[src/hw/rtl/assert_macros.svh]
// assertion macros for the record deframer
`ifndef ASSERT_MACROS_SVH
`define ASSERT_MACROS_SVH

// same-cycle implication, sampled on clk, off during reset
`define ASSERT_IMPL(lbl, ante, cons) \
	lbl: assert property (@(posedge clk) disable iff (!arst_n) (ante) |-> (cons)) \
		else $error("deframer assertion failed");

// next-cycle implication, sampled on clk, off during reset
`define ASSERT_NEXT(lbl, ante, cons) \
	lbl: assert property (@(posedge clk) disable iff (!arst_n) (ante) |=> (cons)) \
		else $error("deframer assertion failed");

`endif

[src/hw/rtl/trd_pkg.sv]
// shared types and constants of the record deframer
package trd_pkg;

	localparam int unsigned CFG_ADDR_W = 3;
	localparam logic        REG_MAX_LEN = 1'b0;
	localparam logic [15:0] MAX_LEN_RESET = 16'd16384;

	localparam logic CMD_BYTE  = 1'b0;
	localparam logic CMD_CLEAR = 1'b1;

	localparam logic [2:0] HDR_TYPE   = 3'd0;
	localparam logic [2:0] HDR_VER_HI = 3'd1;
	localparam logic [2:0] HDR_VER_LO = 3'd2;
	localparam logic [2:0] HDR_LEN_HI = 3'd3;
	localparam logic [2:0] HDR_LEN_LO = 3'd4;

	localparam logic [15:0] VER_MIN = 16'h0301;
	localparam logic [15:0] VER_MAX = 16'h0304;

	typedef enum logic [1:0] {
		PH_HEADER  = 2'd0,
		PH_PAYLOAD = 2'd1,
		PH_ERROR   = 2'd2
	} phase_t;

	typedef enum logic [1:0] {
		ST_PAYLOAD = 2'd0,
		ST_EMPTY   = 2'd1,
		ST_REJECT  = 2'd2
	} status_t;

	typedef struct packed {
		status_t     status;
		logic [7:0]  content_type;
		logic [7:0]  data_byte;
		logic        record_last;
		logic [15:0] record_length;
	} trd_result_t;

endpackage

[src/hw/rtl/trd_parser.sv]
// record header parser and fragment pass-through state machine
module trd_parser import trd_pkg::*; (
	input  logic        clk,
	input  logic        arst_n,
	input  logic        step,
	input  logic        cmd,
	input  logic [7:0]  in_byte,
	input  logic [15:0] max_len,
	output logic        res_valid,
	output trd_result_t res
);

	phase_t      phase_q, phase_d;
	logic [2:0]  hdr_cnt_q, hdr_cnt_d;
	logic [7:0]  type_q, type_d;
	logic [7:0]  ver_hi_q, ver_hi_d;
	logic [15:0] len_q, len_d;
	logic [15:0] rem_q, rem_d;
	logic [15:0] ver_full;
	logic [15:0] len_full;
	logic [15:0] rem_dec;

	always_ff @(posedge clk or negedge arst_n) begin
		if (!arst_n) begin
			phase_q   <= PH_HEADER;
			hdr_cnt_q <= HDR_TYPE;
			type_q    <= 8'd0;
			ver_hi_q  <= 8'd0;
			len_q     <= 16'd0;
			rem_q     <= 16'd0;
		end else if (step) begin
			phase_q   <= phase_d;
			hdr_cnt_q <= hdr_cnt_d;
			type_q    <= type_d;
			ver_hi_q  <= ver_hi_d;
			len_q     <= len_d;
			rem_q     <= rem_d;
		end
	end

	assign ver_full = {ver_hi_q, in_byte};
	assign len_full = {len_q[7:0], in_byte};
	assign rem_dec  = rem_q - 16'd1;

	always_comb begin
		phase_d   = phase_q;
		hdr_cnt_d = hdr_cnt_q;
		type_d    = type_q;
		ver_hi_d  = ver_hi_q;
		len_d     = len_q;
		rem_d     = rem_q;
		res_valid = 1'b0;
		res.status        = ST_PAYLOAD;
		res.content_type  = type_q;
		res.data_byte     = 8'd0;
		res.record_last   = 1'b1;
		res.record_length = len_q;
		if (cmd == CMD_CLEAR) begin
			phase_d   = PH_HEADER;
			hdr_cnt_d = HDR_TYPE;
			type_d    = 8'd0;
			ver_hi_d  = 8'd0;
			len_d     = 16'd0;
			rem_d     = 16'd0;
		end else begin
			case (phase_q)
				PH_HEADER: begin
					case (hdr_cnt_q)
						HDR_TYPE: begin
							type_d    = in_byte;
							hdr_cnt_d = HDR_VER_HI;
						end
						HDR_VER_HI: begin
							ver_hi_d  = in_byte;
							hdr_cnt_d = HDR_VER_LO;
						end
						HDR_VER_LO: begin
							// keep only the accept flag of the version
							ver_hi_d  = {7'd0, (ver_full >= VER_MIN) && (ver_full <= VER_MAX)};
							hdr_cnt_d = HDR_LEN_HI;
						end
						HDR_LEN_HI: begin
							len_d     = {8'd0, in_byte};
							hdr_cnt_d = HDR_LEN_LO;
						end
						default: begin
							len_d             = len_full;
							hdr_cnt_d         = HDR_TYPE;
							res.record_length = len_full;
							if (ver_hi_q == 8'd0 || len_full > max_len) begin
								phase_d    = PH_ERROR;
								res_valid  = 1'b1;
								res.status = ST_REJECT;
							end else if (len_full == 16'd0) begin
								phase_d    = PH_HEADER;
								res_valid  = 1'b1;
								res.status = ST_EMPTY;
							end else begin
								rem_d   = len_full;
								phase_d = PH_PAYLOAD;
							end
						end
					endcase
				end
				PH_PAYLOAD: begin
					rem_d           = rem_dec;
					res_valid       = 1'b1;
					res.data_byte   = in_byte;
					res.record_last = (rem_dec == 16'd0);
					if (rem_dec == 16'd0) begin
						phase_d = PH_HEADER;
					end
				end
				default: begin
					// stuck until a clear request
					phase_d = phase_q;
				end
			endcase
		end
	end

endmodule

[src/hw/rtl/tls_record_deframer.sv]
// record deframer top level: parser, result register and register port
// output: a result is registered and appears in the cycle after the request that causes it
// throughput: one request per cycle; the parser state updates in a single pass
// input stalls only while the result register is full and the output is stalled
// reset: async active low; parser in header phase, no result held
// reset: max_record_length returns to 16384
`include "assert_macros.svh"

module tls_record_deframer import trd_pkg::*; (
	input  logic                  clk,
	input  logic                  arst_n,
	input  logic                  in_valid,
	output logic                  in_stall,
	input  logic                  cmd,
	input  logic [7:0]            in_byte,
	output logic                  out_valid,
	input  logic                  out_stall,
	output logic [1:0]            status,
	output logic [7:0]            content_type,
	output logic [7:0]            data_byte,
	output logic                  record_last,
	output logic [15:0]           record_length,
	input  logic                  psel,
	input  logic                  penable,
	input  logic                  pwrite,
	input  logic [CFG_ADDR_W-1:0] paddr,
	input  logic [31:0]           pwdata,
	output logic [31:0]           prdata,
	output logic                  pready
);

	logic        in_accept;
	logic        cfg_write;
	logic [15:0] max_len_q;
	logic        out_valid_q;
	trd_result_t res_d;
	trd_result_t res_q;
	logic        res_valid;

	assign pready    = 1'b1;
	assign cfg_write = psel && penable && pwrite && pready;
	assign prdata    = (paddr[2] == REG_MAX_LEN) ? {16'd0, max_len_q} : 32'd0;

	always_ff @(posedge clk or negedge arst_n) begin
		if (!arst_n) begin
			max_len_q <= MAX_LEN_RESET;
		end else if (cfg_write && paddr[2] == REG_MAX_LEN) begin
			max_len_q <= pwdata[15:0];
		end
	end

	assign in_stall  = out_valid_q && out_stall;
	assign in_accept = in_valid && !in_stall;

	trd_parser u_parser (
		.clk       (clk),
		.arst_n    (arst_n),
		.step      (in_accept),
		.cmd       (cmd),
		.in_byte   (in_byte),
		.max_len   (max_len_q),
		.res_valid (res_valid),
		.res       (res_d)
	);

	always_ff @(posedge clk or negedge arst_n) begin
		if (!arst_n) begin
			out_valid_q <= 1'b0;
		end else if (in_accept && res_valid) begin
			out_valid_q <= 1'b1;
		end else if (!out_stall) begin
			out_valid_q <= 1'b0;
		end
	end

	always_ff @(posedge clk) begin
		if (in_accept && res_valid) begin
			res_q <= res_d;
		end
	end

	assign out_valid     = out_valid_q;
	assign status        = res_q.status;
	assign content_type  = res_q.content_type;
	assign data_byte     = res_q.data_byte;
	assign record_last   = res_q.record_last;
	assign record_length = res_q.record_length;

	`ASSERT_IMPL(a_stall_needs_result, in_stall, out_valid_q)
	`ASSERT_IMPL(a_data_only_payload, out_valid_q && res_q.status != ST_PAYLOAD,
		res_q.data_byte == 8'd0 && res_q.record_last)
	`ASSERT_NEXT(a_clear_no_result, in_accept && cmd == CMD_CLEAR && !out_valid_q, !out_valid_q)

endmodule

[config.mk]
export PLATFORM = sky130hd
export DESIGN_NAME = tls_record_deframer
export DESIGN_NICKNAME = d
export VERILOG_FILES = /design/src/hw/rtl/trd_pkg.sv /design/src/hw/rtl/trd_parser.sv /design/src/hw/rtl/tls_record_deframer.sv
export VERILOG_INCLUDE_DIRS = /design/src /design/src/hw/rtl
export SDC_FILE = /design/constraint.sdc
export NUM_CORES = 1
export LEC_CHECK = 0
export BUFFER_PORTS_ARGS = -buffer_cell sky130_fd_sc_hd__buf_4
export CAP_MARGIN = 10
export CORE_MARGIN = 2
export CORE_UTILIZATION = 49
export DETAILED_ROUTE_END_ITERATION = 8
export PLACE_DENSITY = 0.76
export SYNTH_ARGS = -nofsm -noshare
export SYNTH_HDL_FRONTEND = slang
export SYNTH_SLANG_ARGS = --single-unit
[constraint.sdc]
create_clock -name clk -period 3.35 [get_ports clk]
set_input_delay 0.67 -clock clk [delete_from_list [all_inputs] [get_ports clk]]
set_output_delay 0.67 -clock clk [all_outputs]
set_load 0.01 [all_outputs]
==> metrics.md, run 1 <==
| Metric | Value |
|---|---|
| TritonCTS clock tree | `built` |
| Antenna diodes | `0` |
| Fillers | `897` |
| Max-capacitance violation count | `0` |
| Post-placement setup slack | `97.9 ps` |
| Clock power share | `17.5%` |
| Cell leakage power | `2.93 nW` |
| Number of setup buffers added after CTS | `0` |
| Post-DR vias/cell | `5.58` |
| Setup clock skew after layout | `12.2 ps` |
| Worst-skew pair later-pin latency | `390 ps` |
| Average routed wire per standard cell | `16.4 um` |
| Quantity of hold-fixing buffers added after cts | `0` |
| Worst-case clock buffer depth | `2` |
| Worst hold-check path type | `in -> async` |
| CTS HTree Levels | `3` |
| Ranking of synthesized cells by instance count | `sky130_fd_sc_hd__dfrtp_1 (69), sky130_fd_sc_hd__nand2_1 (52), sky130_fd_sc_hd__nor2_1 (51)` |
| Via count of the first global-routing pass | `4006` |
| GRT Residual Overflow | `0` |
| Count of warnings emitted by yosys | `0` |
| Share of power burned in registers | `41.9%` |
| Final antenna-violating net count | `0` |
| Post-synth top area cell | `sky130_fd_sc_hd__dfrtp_1` |
| Time the final worst path needs with I/O delays and setup | `3160 ps` |
| Overall Power | `4.67 mW` |
| Clk pin slew, worst setup/hold paths | `110 ps` |
| Most frequent cell after synthesis | `sky130_fd_sc_hd__dfrtp_1` |
| Floorplan die area | `11900 sq um` |
| Tot GR Track Use | `22.1%` |
| First-pass GRT wire length | `20.1 mm` |
| Clock sink count | `105` |
| Number of unique standard cell types used by synthesis | `57` |
| Flip-flop cell with the highest count after synthesis | `sky130_fd_sc_hd__dfrtp_1` |
| Number of top-level pins | `121` |
| 1st-iter DRT viols | `262` |
| Critical path arrival | `3440 ps` |
| Number of buffers added by the clock tree synthesis step | `9` |
| Post-Synthesis Cells | `521` |
| Mapped cell area | `5410 sq um` |
| Ys async rst share | `66.7%` |
| Slew @ Worst Pin | `905 ps` |
| Final setup violating endpoints | `0` |
| Post-synthesis sequential element count | `105` |
| Main area contributors after synthesis | `sky130_fd_sc_hd__dfrtp_1 (32%), sky130_fd_sc_hd__edfxtp_1 (19%), sky130_fd_sc_hd__mux2_2 (6.7%)` |
| Count of buffers inserted at the top-level ports | `85` |
| Worst hold-check slack | `383 ps` |
| Final count of hold timing violations | `0` |
| Average cell area after synthesis | `10.4 sq um` |
| Total DRC errors in the routed layout | `0` |
| Run status | `finished clean` |
| Maximum number of pins on one net before global-route repair | `71` |
| Overall die height | `109 um` |
| Initial cell density of the core | `50.1%` |
| Logic pwr share | `40.6%` |
| Power density of the placed cells | `729 nW/um^2` |
| Clock root buffer | `sky130_fd_sc_hd__clkbuf_8` |
| Floorplan Core Area | `10800 sq um` |
| Sort of element at the start of the critical path | `register` |
| Utilization of the core after routing | `59.3%` |
| Post-cts sizing count | `0` |
| Area share of the largest cell type after synthesis | `31.9%` |
| Number of enable flip-flop cells after synthesis | `35` |
| Horizontal extent of the die | `109 um` |
| Max-slew violations | `0` |
| Placement row count | `38` |
| Ratio of cells with drive above 1 in the final layout | `26.2%` |
| Crit path capture type | `register` |
| Period Utilization, post-route | `94.5%` |
| Crit path setup slack, layout | `186 ps` |
| WS Path Type | `reg -> reg` |
| Area overhead of the layout relative to synthesis | `18.3%` |
| RSZ-0062 raised after global routing | `false` |
| Switching power of the nets | `1.84 mW` |
| Vias after detailed routing | `4210` |
| Initial antenna violation count | `0` |
| Switching Fraction | `39.4%` |
| Drt pass-1 iters | `5` |
| Post-Route WL | `12.4 mm` |
| Final estimated routing congestion in global placement | `0.849` |
| Proportion of synthesized chip area in sequential cells | `51.8%` |
| Worst endpoint required time | `3620 ps` |
| Worst IR drop on VDD | `322 uV` |
| Pint | `2.83 mW` |
| Sum of negative setup slack | `0 ps` |
| Headroom to the max-slew limit | `39.7%` |
| Detailed placer's ending HPWL | `8.96 mm` |
| Largest fanout on the critical path | `16` |
| Final Net Count | `678` |
| Max Freq | `0.316 GHz` |
-- worst paths after layout --
kind / slack, ps / end / cells after the start / startpoint
worst min register to register: 460 / content_type[3] / 0 / u_parser.type_q[3]
worst min-delay path: 380 / u_parser.rem_q[4] / 1 / arst_n
worst max-delay path: 190 / u_parser.rem_q[15] / 8 / max_len_q[14]
max in group asynchronous: 2350 / u_parser.rem_q[14] / 1 / arst_n
worst max register to register: 190 / u_parser.rem_q[15] / 8 / max_len_q[14]
min in group clk: 460 / content_type[3] / 0 / u_parser.type_q[3]
-- power by group through the flow --
stage / clock network (mW) / logic (mW) / registers (mW)
finish: 0.817 / 1.90 / 1.96
global route: 0.889 / 2.11 / 2.00
CTS: 0.824 / 1.88 / 1.95
detailed placement: 0 / 1.87 / 1.98
global placement: 0 / 1.82 / 1.95
floorplan: 0 / 1.35 / 1.91
-- critical path, stage by stage (launching register included) --
cell and delay (ps):
sky130_fd_sc_hd__dfstp_2 550, sky130_fd_sc_hd__inv_1 50, sky130_fd_sc_hd__ha_1 280, sky130_fd_sc_hd__nand4_1 150
sky130_fd_sc_hd__or4_1 580, sky130_fd_sc_hd__or3_1 460, sky130_fd_sc_hd__nor2b_4 180, sky130_fd_sc_hd__o31a_4 440
sky130_fd_sc_hd__a221o_1 360
-- final cells by class --
type	count	area (sq um)	area share (%)
Inverter	20	75.1	1.17
Timing Repair Buffer	104	781	12.2
Multi-Input combinational cell	369	2360	37.0
Clock inverter	7	76.3	1.19
Tap cell	140	175	2.74
Sequential cell	105	2800	43.8
Clock buffer	9	124	1.94
-- cell families after synthesis --
logic type                 synth area share (%)
and+or+nand+nor                            16.1
AOI/OAI and AO/OA                          14.1
DFF                                        51.8
buffers and inverters                      5.62
muxes                                      7.05
adders and majority gates                  4.16
xor gates and xnor gates                  0.972
other                                     0.139
-- metal layers --
layer	track usage (%)	up-vias	share of wire, %
li1	-	2004	-
met1	29.1	2004	42
met2	36.0	167	48
met3	4.96	35	7.1
met4	8.06	0	2.9
met5	0	-	0
-- layout by cell type, fill, tap and decap left out, drive strengths merged, types with 4 or more instances in the layout --
cell    synthesis  layout
buf            19     104
nand2          52      52
a21o           12      12
nand3          11      11
nor2b           6       6
nand2b         11      11
nand4           5       5
conb            2      17
nor3           12      12
mux2           33      33
inv            20      23
a21oi          18      18
ha             18      18
clkbuf         23       9
o31ai          12      12
or4             4       4
edfxtp         35      35
o211ai          6       6
nor4            6       6
o21ai          46      46
or3             4       4
nor2           51      51
dfrtp          69      69
-- stage by stage --
stage,cells,instance area [sq um]
after floorplan,536,5470
after global placement,738,6200
after detailed placement,738,6200
after CTS,754,6400
after global routing,754,6400
final,754,6400
-- state kept, by name (all words and copies together) (netlist names), 3 cells and up --
signal	count
u_parser.len_q	16
u_parser.hdr_cnt_q	3
u_parser.type_q	8
record_length	16
data_byte	8
max_len_q	16
u_parser.rem_q	16
u_parser.ver_hi_q	8
content_type	8
No activity file was read; power rests on OpenSTA's default activity.
==> run 2: changes to the inputs <==
--- a/config.mk
+++ b/config.mk
@@ -6,12 +6,12 @@
 export SDC_FILE = /design/constraint.sdc
 export NUM_CORES = 1
 export LEC_CHECK = 0
-export BUFFER_PORTS_ARGS = -buffer_cell sky130_fd_sc_hd__buf_4
 export CAP_MARGIN = 10
 export CORE_MARGIN = 2
-export CORE_UTILIZATION = 49
+export CORE_UTILIZATION = 57
 export DETAILED_ROUTE_END_ITERATION = 8
-export PLACE_DENSITY = 0.76
+export DONT_BUFFER_PORTS = 1
+export PLACE_DENSITY = 0.75
 export SYNTH_ARGS = -nofsm -noshare
 export SYNTH_HDL_FRONTEND = slang
 export SYNTH_SLANG_ARGS = --single-unit
==> run 2 against run 1 <==
  * Maximum frequency down 2.2%
  * Core utilization up 3.2 points
  * Via count down 6.1%
  * Non-clock buffer count down 87
  * Clock power up 0.9%
  * Combinational power down 7%
  * Die area down 14%
  * Setup slack worse by 72 ps
  * Hold slack worse by 260 ps
  * Sequential power about the same
  * Routed wire length down 1.9%
  * Power down 1.9%
==> metrics.md, run 2 (synthesis results as in run 1) <==
| Metric | Value |
|---|---|
| Period Utilization, post-route | `96.6%` |
| RSZ-0062 raised after global routing | `false` |
| Floorplan Core Area | `9240 sq um` |
| Clock power share | `18.0%` |
| Fillers | `758` |
| Quantity of hold-fixing buffers added after cts | `1` |
| Number of buffers added by the clock tree synthesis step | `9` |
| Max-capacitance violation count | `0` |
| Power density of the placed cells | `792 nW/um^2` |
| Post-Route WL | `12.1 mm` |
| Worst hold-check slack | `121 ps` |
| Top cell family by delay on the critical path | `simple AND/OR/NAND/NOR gates` |
| Worst path max stage delay | `610 ps` |
| Sort of element at the start of the critical path | `register` |
| Initial cell density of the core | `58.6%` |
| Share of power burned in registers | `43.3%` |
| Slew @ Worst Pin | `1080 ps` |
| Final Net Count | `591` |
| Crit path setup slack, layout | `113 ps` |
| Critical path arrival | `3370 ps` |
| Count of buffers inserted at the top-level ports | `0` |
| Run status | `finished clean` |
| Max-slew violations | `0` |
| Headroom to the max-slew limit | `27.5%` |
| Worst-case clock buffer depth | `2` |
| Library cell appearing most often on the critical path | `sky130_fd_sc_hd__o21a_1` |
| Clk pin slew, worst setup/hold paths | `110 ps` |
| Crit-path cells | `inv_1 -> ha_1 -> nand4_1 -> or4_1 -> or3_1 -> nor2b_4 -> o21a_1 -> o21a_1 -> buf_12` |
| Largest fanout on the critical path | `30` |
| Sum of negative setup slack | `0 ps` |
| Routed wire length on met2 | `5.71 mm` |
| Critical-path cell with the highest stage delay | `sky130_fd_sc_hd__or4_1` |
| Number of top-level pins | `121` |
| Max Freq | `0.309 GHz` |
| CTS HTree Levels | `3` |
| Logic pwr share | `38.7%` |
| Placement row count | `35` |
| Post-DR vias/cell | `6.03` |
| Switching Fraction | `41.1%` |
| Cell leakage power | `2.52 nW` |
| Antenna diodes | `0` |
| Pint | `2.70 mW` |
| Number of setup buffers added after CTS | `0` |
| Commonest non-fill, non-tap cell in the layout | `sky130_fd_sc_hd__dfrtp_1` |
| Detailed placer's ending HPWL | `8.49 mm` |
| Final estimated routing congestion in global placement | `0.925` |
| Clock sink count | `105` |
| Clock root buffer | `sky130_fd_sc_hd__clkbuf_8` |
| Vias after detailed routing | `3954` |
| GRT Residual Overflow | `0` |
| Fin cells | `656` |
| Final setup violating endpoints | `0` |
| Highest routed layer | `met4` |
| Worst hold-check path type | `in -> async` |
| Drt pass-1 iters | `6` |
| Ratio of cells with drive above 1 in the final layout | `14.0%` |
| Total DRC errors in the routed layout | `0` |
| Post-placement setup slack | `183 ps` |
| WS Path Type | `reg -> reg` |
| Crit path capture type | `register` |
| Setup clock skew after layout | `14.4 ps` |
| Worst-skew pair later-pin latency | `380 ps` |
| Horizontal extent of the die | `101 um` |
| Overall Power | `4.58 mW` |
| Final antenna-violating net count | `0` |
| Number of buffer and inverter instances along the worst setup path | `2` |
| First-pass GRT wire length | `19.7 mm` |
| Placed Cells incl. Taps | `639` |
| Final count of hold timing violations | `0` |
| Routed length on met3 | `761 um` |
| Floorplan die area | `10300 sq um` |
| Tot GR Track Use | `24.9%` |
| Most used cells in the layout excluding fill and tap cells | `sky130_fd_sc_hd__dfrtp_1 (69), sky130_fd_sc_hd__nand2_1 (52), sky130_fd_sc_hd__nor2_1 (51)` |
| Initial antenna violation count | `0` |
| Worst endpoint required time | `3490 ps` |
| TritonCTS clock tree | `built` |
| Post-cts sizing count | `0` |
| Switching power of the nets | `1.88 mW` |
| Area overhead of the layout relative to synthesis | `6.80%` |
| Worst IR drop on VDD | `394 uV` |
| Average routed wire per standard cell | `18.5 um` |
| Time the final worst path needs with I/O delays and setup | `3240 ps` |
| Total routed wire length on the met1 layer | `5.39 mm` |
| Via count of the first global-routing pass | `3733` |
| 1st-iter DRT viols | `354` |
| Maximum number of pins on one net before global-route repair | `70` |
| Overall die height | `101 um` |
## run 2: final cells by class
cell class	instances	area [sq um]	area share, %
Inverter	20	75.1	1.30
Clock buffer	9	124	2.14
Multi-Input combinational cell	369	2360	40.9
Clock inverter	7	88.8	1.54
Timing Repair Buffer	17	160	2.77
Sequential cell	105	2800	48.5
Tap cell	129	161	2.79
## run 2: final timing paths
check,start,end,slack [ps],cells past startpoint
max in group asynchronous,arst_n,u_parser.rem_q[14],2910,1
setup / recovery,max_len_q[14],data_byte[3],110,9
setup reg to reg,max_len_q[14],data_byte[3],110,9
hold reg to reg,u_parser.type_q[3],content_type[3],450,0
hold / removal,arst_n,max_len_q[14],120,0
min in group clk,cmd,u_parser.phase_q[1],370,1
## run 2: routing by layer
layer,vias to the layer above,global-route usage (%)
met3,27,5.59
met5,-,0
met2,161,39.1
met4,0,8.52
met1,1930,34.5
li1,1836,-
## run 2: stage by stage
stage,util [%],area (sq um)
2_1_floorplan,-,5470
3_3_place_gp,59.9,5540
3_5_place_dp,59.9,5540
4_1_cts,62.5,5780
5_1_grt,62.5,5780
6_report,62.5,5780
## run 2: power by group through the flow
| stage | registers (mW) | logic, mW | clock network [mW] |
|---|---|---|---|
| after floorplan | 1.91 | 1.35 | 0 |
| after global placement | 1.98 | 1.65 | 0 |
| after detailed placement | 2.00 | 1.72 | 0 |
| after CTS | 1.97 | 1.75 | 0.826 |
| after global routing | 2.04 | 1.97 | 0.881 |
| final | 1.98 | 1.77 | 0.824 |
==> run 3: changes to the inputs <==
--- a/config.mk
+++ b/config.mk
@@ -7,6 +7,7 @@
 export NUM_CORES = 1
 export LEC_CHECK = 0
 export CAP_MARGIN = 10
+export CORE_ASPECT_RATIO = 1.25
 export CORE_MARGIN = 2
 export CORE_UTILIZATION = 57
 export DETAILED_ROUTE_END_ITERATION = 8
==> run 3 against run 2 <==
  * Maximum frequency increased by 1.3%
  * Clock power increased by 36%
  * Sequential share of layout area decreased by 1.2 points
  * Combinational power about the same
  * Setup slack improved by 42 ps
  * Clock-buffer cell count unchanged
  * Critical path depth decreased by 1
  * Sequential power about the same
  * Flip-flop and latch count unchanged
  * Routed wire length increased by 3.6%
  * Via count increased by 1.6%
  * Largest cell class unchanged
  * Largest power group unchanged
  * Highest routed layer unchanged
==> metrics.md, run 3 (synthesis results as in run 1) <==
| Metric | Value |
|---|---|
| Sort of element at the start of the critical path | `register` |
| Worst-skew pair later-pin latency | `350 ps` |
| Post-Route WL | `12.6 mm` |
| Worst path max stage delay | `580 ps` |
| Worst hold-check path type | `in -> async` |
| Post-place instance area | `5530 sq um` |
| Run status | `finished clean` |
| Slew @ Worst Pin | `1030 ps` |
| Area overhead of the layout relative to synthesis | `9.55%` |
| Final count of hold timing violations | `0` |
| Max-capacitance violation count | `0` |
| 1st-iter DRT viols | `395` |
| Crit path setup slack, layout | `155 ps` |
| Overall Power | `4.86 mW` |
| Utilization of the core after routing | `64.6%` |
| Crit path capture type | `register` |
| Time the final worst path needs with I/O delays and setup | `3190 ps` |
| Vias after detailed routing | `4016` |
| Worst IR drop on VDD | `381 uV` |
| Commonest non-fill, non-tap cell in the layout | `sky130_fd_sc_hd__dfrtp_1` |
| First-pass GRT wire length | `19.5 mm` |
| GRT Residual Overflow | `0` |
| Floorplan Core Area | `9170 sq um` |
| Max Freq | `0.313 GHz` |
| Post-cts sizing count | `0` |
| Final Net Count | `597` |
| Total DRC errors in the routed layout | `0` |
| Drt pass-1 iters | `5` |
| Clock sink count | `105` |
| Count of buffers inserted at the top-level ports | `0` |
| Clock root buffer | `sky130_fd_sc_hd__clkbuf_16` |
| Post-DR vias/cell | `6.12` |
| Horizontal extent of the die | `91.1 um` |
| Largest fanout on the critical path | `16` |
| Antenna diodes | `0` |
| Via count of the first global-routing pass | `3825` |
| Initial antenna violation count | `0` |
| Critical path arrival | `3430 ps` |
| Clk pin slew, worst setup/hold paths | `80 ps` |
| Beginning of the worst register-to-register path | `max_len_q[14]` |
| Final antenna-violating net count | `0` |
| Crit-path cells | `inv_1 -> ha_1 -> nand4_1 -> or4_1 -> or3_1 -> nor2b_4 -> o31a_4 -> a221o_1` |
| Worst-case clock buffer depth | `2` |
| Worst hold-check slack | `11.2 ps` |
| Initial cell density of the core | `59.0%` |
| Worst endpoint required time | `3580 ps` |
| Crit path from | `max_len_q[14]` |
| CTS HTree Levels | `3` |
| Placed Cells incl. Taps | `633` |
| Final estimated routing congestion in global placement | `0.874` |
| Sum of negative setup slack | `0 ps` |
| Period Utilization, post-route | `95.4%` |
| Max-slew violations | `0` |
| Ratio of cells with drive above 1 in the final layout | `13.7%` |
| Average routed wire per standard cell | `19.2 um` |
| Maximum number of pins on one net before global-route repair | `71` |
| Number of buffers added by the clock tree synthesis step | `9` |
| Headroom to the max-slew limit | `31.0%` |
| Post-route cell area | `5930 sq um` |
| RSZ-0062 raised after global routing | `false` |
| Fin cells | `656` |
| Tot GR Track Use | `24.0%` |
| Critical-path cell with the highest stage delay | `sky130_fd_sc_hd__or4_1` |
| Placement row count | `39` |
| Cell leakage power | `2.58 nW` |
| Final setup violating endpoints | `0` |
| Overall die height | `113 um` |
| Floorplan die area | `10300 sq um` |
| Setup clock skew after layout | `10.8 ps` |
| Number of top-level pins | `121` |
| WS Path Type | `reg -> reg` |
| Most used cells in the layout excluding fill and tap cells | `sky130_fd_sc_hd__dfrtp_1 (69), sky130_fd_sc_hd__nand2_1 (52), sky130_fd_sc_hd__nor2_1 (51)` |
| Post-placement setup slack | `179 ps` |
| Detailed placer's ending HPWL | `8.48 mm` |
| Power density of the placed cells | `820 nW/um^2` |
| TritonCTS clock tree | `built` |
| Fillers | `746` |
## run 3: cell types whose count changed in the layout (fill, tap and decap cells not counted), sizes merged
cell         change
buf              -1
inv              -3
clkinvlp         +1
bufinv           +1
clkinv           +1
dlygate4sd3      +7
## run 3: cell type report
class	count	area (sq um)	share of cell area [%]
multi-input cells	369	2360	39.9
repair buffers	23	203	3.42
well taps	123	154	2.60
flip-flops and latches	105	2800	47.3
clock buffers	9	225	3.80
clock inverters	7	101	1.71
inverters	20	75.1	1.27
## run 3: power by group
part,internal (mW),switching (mW)
clock,0.604,0.515
sequential,1.68,0.299
combinational,0.708,1.05
## run 3: per-layer routing
metal	track usage (%)	routed length, um	vias up
li1	-	-	1854
met1	30.5	5090	1975
met2	40.5	6390	152
met3	4.13	649	35
met4	11.0	456	0
met5	0	0	-
## run 3: worst max-delay path: cells and delay by family, from the launching register on
kind / cells / cell delay [ps]
compound gates: 2 / 810
flops: 1 / 530
buf+inv: 1 / 50
fa+ha+maj: 1 / 290
simple gates: 4 / 1390
## run 3: what timing repair did
action / in CTS / in global routing
hold buffers: 0 / 7
endpoints found under the setup margin: 0 / 0
endpoints found under the hold margin: 0 / 11
setup buffers: 0 / 0
## run 3: final timing paths
| kind | end | slack [ps] | cells after the start |
|---|---|---|---|
| setup / recovery | u_parser.rem_q[8] | 160 | 8 |
| hold / removal | u_parser.rem_q[7] | 10 | 0 |
| setup reg to reg | u_parser.rem_q[8] | 160 | 8 |
| hold reg to reg | content_type[7] | 450 | 0 |
| max in group asynchronous | u_parser.type_q[4] | 1880 | 1 |
| min in group clk | u_parser.phase_q[1] | 410 | 1 |
